[config.mk]
export PLATFORM = sky130hd
export DESIGN_NAME = vtlt_front
export DESIGN_NICKNAME = d
export VERILOG_FILES = /design/src/sv/vtlt_pkg.sv /design/src/sv/vtlt_front.sv
export SDC_FILE = /design/constraint.sdc
export NUM_CORES = 1
export LEC_CHECK = 0
export ABC_CLOCK_PERIOD_IN_PS = 23300
export BUFFER_PORTS_ARGS = -buffer_cell sky130_fd_sc_hd__buf_4
export CORE_AREA = 2 2 212 214
export DETAILED_ROUTE_END_ITERATION = 7
export DIE_AREA = 0 0 214 216
export PLACE_DENSITY = 0.74
export SLEW_MARGIN = 10
export SYNTH_ARGS = -nofsm -noshare
export SYNTH_HDL_FRONTEND = slang
export SYNTH_SLANG_ARGS = --single-unit
[constraint.sdc]
create_clock -name clock -period 23.3 [get_ports clock]
set_input_delay 3.495 -clock clock [delete_from_list [all_inputs] [get_ports clock]]
set_output_delay 3.495 -clock clock [all_outputs]
set_load 0.02 [all_outputs]
[src/sv/vtlt_pkg.sv]
// Package for the voxel track-length tally: register indexes, reset values,
// widths, request kinds and the shared command struct. No dependencies.
package vtlt_pkg;

   localparam int CellsXDefault = 16;
   localparam int CellsYDefault = 16;
   localparam int CellsZDefault = 16;
   localparam int StoreDepth = 4096;
   localparam int StoreAw = 12;
   localparam logic [47:0] AccMax = 48'hFFFF_FFFF_FFFF;
   localparam logic signed [63:0] TSat = 64'sd1 <<< 40;

   localparam logic [2:0] RegMinX = 3'd0;
   localparam logic [2:0] RegMinY = 3'd1;
   localparam logic [2:0] RegMinZ = 3'd2;
   localparam logic [2:0] RegSizeX = 3'd3;
   localparam logic [2:0] RegSizeY = 3'd4;
   localparam logic [2:0] RegSizeZ = 3'd5;

   localparam logic signed [31:0] MinReset = -32'sd524288;
   localparam logic [30:0] SizeReset = 31'd65536;

   typedef enum logic {
      REQ_TALLY = 1'b0,
      REQ_READ  = 1'b1
   } req_kind_type;

   typedef struct packed {
      req_kind_type kind;
      logic signed [31:0] px;
      logic signed [31:0] py;
      logic signed [31:0] pz;
      logic signed [31:0] dx;
      logic signed [31:0] dy;
      logic signed [31:0] dz;
      logic [30:0] len;
      logic [31:0] w;
      logic [11:0] idx;
   } cmd_type;

   typedef enum logic [4:0] {
      ST_IDLE,
      ST_CLEAR,
      ST_RD,
      ST_RDWAIT,
      ST_CLIP_SET,
      ST_CLIP_DIV,
      ST_CLIP_ACC,
      ST_START_MUL,
      ST_START_DIV,
      ST_START_SET,
      ST_CROSS_SET,
      ST_CROSS_DIV,
      ST_CROSS_ACC,
      ST_PICK,
      ST_MUL,
      ST_MEMRD,
      ST_MEMWAIT,
      ST_MEMWR,
      ST_STEP,
      ST_DONE,
      ST_OUT
   } state_type;

   typedef struct packed {
      logic [47:0] tally_value;
      logic [5:0] cells_visited;
      logic mesh_hit;
   } rsp_type;

endpackage

[src/sv/vtlt_front.sv]
// Front end: accepts request beats and holds them in a two-entry queue.
// Depends on vtlt_pkg.
module vtlt_front (
   input  logic clock,
   input  logic reset,
   input  logic in_valid,
   output logic in_ready,
   input  vtlt_pkg::cmd_type in_cmd,
   output logic out_valid,
   input  logic out_ready,
   output vtlt_pkg::cmd_type out_cmd
);

   vtlt_pkg::cmd_type q_ff [2];
   logic [1:0] cnt_ff, cnt_in;
   logic wp_ff, wp_in, rp_ff, rp_in;
   logic push, pop;

   assign in_ready = cnt_ff != 2'd2;
   assign out_valid = cnt_ff != 2'd0;
   assign out_cmd = q_ff[rp_ff];
   assign push = in_valid && in_ready;
   assign pop = out_valid && out_ready;

   always_comb begin
      cnt_in = cnt_ff + {1'b0, push} - {1'b0, pop};
      wp_in = push ? ~wp_ff : wp_ff;
      rp_in = pop ? ~rp_ff : rp_ff;
   end

   always_ff @(posedge clock) begin
      if (reset) begin
         cnt_ff <= 2'd0;
         wp_ff <= 1'b0;
         rp_ff <= 1'b0;
      end else begin
         cnt_ff <= cnt_in;
         wp_ff <= wp_in;
         rp_ff <= rp_in;
      end
      if (push) begin
         q_ff[wp_ff] <= in_cmd;
      end
   end

`ifndef SYNTHESIS
   a_no_overflow: assert property (@(posedge clock) disable iff (reset)
      cnt_ff == 2'd2 |-> !push) else $error("queue overflow");
   a_count_track: assert property (@(posedge clock) disable iff (reset)
      push && !pop |=> cnt_ff == $past(cnt_ff) + 2'd1) else $error("count slip");
   a_pop_nonempty: assert property (@(posedge clock) disable iff (reset)
      pop |-> cnt_ff != 2'd0) else $error("pop empty");
`endif

endmodule

Yosys cells after proc, flatten, opt, wreduce, memory -nomap -nowiden. Memory sizes are Yosys's and may differ from the RTL's. A register that Yosys moved wholly into a read port is not among the register bits. Cells that the tools add are included. W data, S select, Z words.

$add $sub $neg: 2. Equality and inequality tests: 1. Multiplexer cells: 4. Bitwise operators: 2. Reductions and logical operators: 3.

Operators by type and width (number): $mux W1 (4); $add A2 B1 Y2 (1); $logic_and A1 B1 Y1 (2); $ne A2 B2 Y1 const B (1); $not A1 Y1 (2); $reduce_bool A2 Y1 (1); $sub A2 B1 Y2 (1).

Bits in registers: 4. Bits in writable memories: 536. Bits of input ports: 272. Output and inout bits: 270. Word-level logic and storage cells: 16. Memories: 1.

Memories: q_ff (words 2, width 268, read ports 1, clocked after Yosys merged registers in 1, write ports 1, line vtlt_front.sv:14) `vtlt_pkg::cmd_type q_ff [2];`.

Depth between registers and ports, before layout.
Depth after elaboration: 4. Depth in mapped cells: 8. Mapped depth without buffers: 8.

Least setup slack after synthesis. No wires, ideal clock.

Kind: input -> register. Start: input port in_valid. End: memory q_ff[0][0] (netlist bit), enable pin. Library setup time: 0.902 ns. Arrival: 14.684 ns. Required time: 22.398 ns. Setup slack: 7.713 ns. Stages: 2. Path buffers: 0. Cells stage by stage: nand2_1 > nor2_1.

Cells in the longest elaborated chain, start to end: 3.

RTL lines: start, declared (line vtlt_front.sv:6) `input logic in_valid,`; $logic_and A1 B1 Y1 (line vtlt_front.sv:22) `assign push = in_valid && in_ready;`; $mux W1 (line vtlt_front.sv:41) `if (push) begin`; $mux W1 (not written as such) (line vtlt_front.sv:42) `q_ff[wp_ff] <= in_cmd;`; end, declared (line vtlt_front.sv:14).

No other way between the ends.

==> metrics <==
placed cell area=25000 um2; via count=10200; Initial Util=0.466; Pre-antenna DRT Iters=4; final hold violation count=0; max-slew violation count=0; H-tree depth=2; Synth cell types=17; row count=77; Final #Nets=1709; drt drc=0; Die X-Extent=214 um; Max Buffers Root-to-Sink=3; Total GRT Usage=0.184; cts bufs inserted=55; RSZ-0062 raised after global routing=false; Synth area leaders=edfxtp_1, mux2_4, mux2_2; LEAKAGE=10.3 nW; IR drop worst, VDD=0.0817 mV; WL per Instance=21.4 um; grt ovf=0; crit path DAT=3.91 ns; Hold WC Path Type=reg2reg; first-pass GRT wire length=64000 um; Slowest-stage cell, CP=buf_4; Final Cycle Share=0.318; Final min period=7.41 ns; CP Class=reg2out; Mapped Cells=858; outcome=completed; placed wire-length estimate=30200 um; io pins=542; synth warn=0; GPL Wtd Cong=0.807; vias per cell=4.90; Clock Root Buffer=clkbuf_16; Fin Setup TNS=0 ns; endpoint class of the critical path=output pin; CP required=19.81 ns; share of cells above drive strength 1=0.608; worst-skew pair later-pin latency=0.59 ns; Core ar.=43800 um2; Yosys reg bits=541; CTS resizes=0; startpoint types=flip-flop; number of global-route vias before repair=10700; Yosys top cell area share=0.789; Syn Nets=1132; chip height=216 um; number of buffers inserted by port buffering=541; DRT Wirelength=44300 um; hold_buf cts=0; Worst-Margin Slew=1.13 ns; Finished Cell Area=26700 um2; initial antenna violation count=2; area grow syn2layout=31.0%; CTS tree=done; setup bufs post-CTS=0; Max Cap Viol=0; Mapped Area=20400 um2; CP max stage delay=0.98 ns; sequential area share after synthesis=0.794; DRT antenna net count=0; Fmax=135 MHz; crit-path max FO=61; clock sinks=541; die area=46200 um2; Power Density=112 nW/um2; Worst-path clk slew=0.06 ns; Iter 0 DRT Violations=699; largest net degree at the start of global routing=149; Clock Skew=0.0170 ns; commonest cells after routing, fill and taps aside=buf_4, edfxtp_1, mux2_4; crit-path cells=buf_4 -> buf_4 -> mux2_2 -> buf_4; cell mode on critical path=buf_4; area leader, netlist=edfxtp_1; syn avg cell area=23.8 um2; setup violators final=0; commonest non-fill, non-tap cell in the layout=buf_4; max_slew headroom=0.248; WHS=0.520 ns
-- power breakdown --
part	leakage [nW]	switching, W	internal [W]
Combinational	4.40	0.000467	0.000425
Sequential	5.05	0.0000418	0.00122
Clock	0.850	0.000348	0.000484
Total	10.3	0.000857	0.00213
-- routing by layer --
metal  vias to the layer above  wire length, um  GRT usage
met1                      5100            16600      0.208
li1                       4577                -          -
met3                        78             4290     0.0760
met5                         -                0          0
met4                         0             1390     0.0678
met2                       427            22100      0.314
-- synth_stat cells --
library cell / count
edfxtp_1: 536
mux2_4: 201
mux2_2: 68
buf_6: 26
dfxtp_1: 5
nor2_1: 5
buf_2: 4
ha_1: 2
nor2b_1: 2
xnor2_1: 2
and3_1: 1
inv_1: 1
nand2_1: 1
nand2b_1: 1
o21a_1: 1
or2_2: 1
xor2_1: 1
-- worst max-delay path: cells and delay by family (launching register included) --
kind / cells / cell delay [ns]
flip-flops: 1 / 0.85
buffers and inverters: 3 / 1.92
multiplexers: 1 / 0.44
-- area by class of cell --
class | count | area [um2]
timing repair buffer | 550 | 4150
antenna | 3 | 7.51
clock buffer | 67 | 1440
multi-input combinational | 286 | 3910
clock inverter | 36 | 283
tap | 592 | 741
sequential | 541 | 16200
inverter | 1 | 3.75
fill | 3111 | 17100
-- worst paths after layout --
| path | startpoint | to | slack [ns] | cells after the start |
|---|---|---|---|---|
| hold / removal | rp_ff | flip-flop | 0.52 | 2 |
| setup / recovery | flip-flop | out_cmd[2] | 15.89 | 4 |
| setup reg to reg | cnt_ff[0] | q_ff[0][138] | 20.49 | 5 |
| hold reg to reg | rp_ff | flip-flop | 0.52 | 2 |
-- flip-flops by register name, summed over array words and instances, names as in the netlist, named ones only --
signal / cells
q_ff: 536
cnt_ff: 2
rp_ff: 1
wp_ff: 1
-- metrics by stage --
stage          worst slack [ns]  utilization  power (W)  cells
6_report                  15.89        0.610    0.00299   2076
5_1_grt                   15.67        0.610    0.00310   2075
4_1_cts                   15.79        0.610    0.00302   2073
3_5_place_dp              16.44        0.570    0.00219   1970
3_3_place_gp              16.46        0.570    0.00217   1970
2_1_floorplan              7.71            -    0.00190    858
-- kinds of logic after synthesis --
kind of cell | count (synthesis) | share of synthesized area
AOI/OAI and AO/OA | 1 | 0.000368
xor gates and xnor gates | 3 | 0.00129
muxes | 269 | 0.185
and+or+nand+nor | 11 | 0.00264
DFF | 541 | 0.794
adders and majority gates | 2 | 0.00123
buffers and inverters | 31 | 0.0155
(Power assumes the default switching activity.)
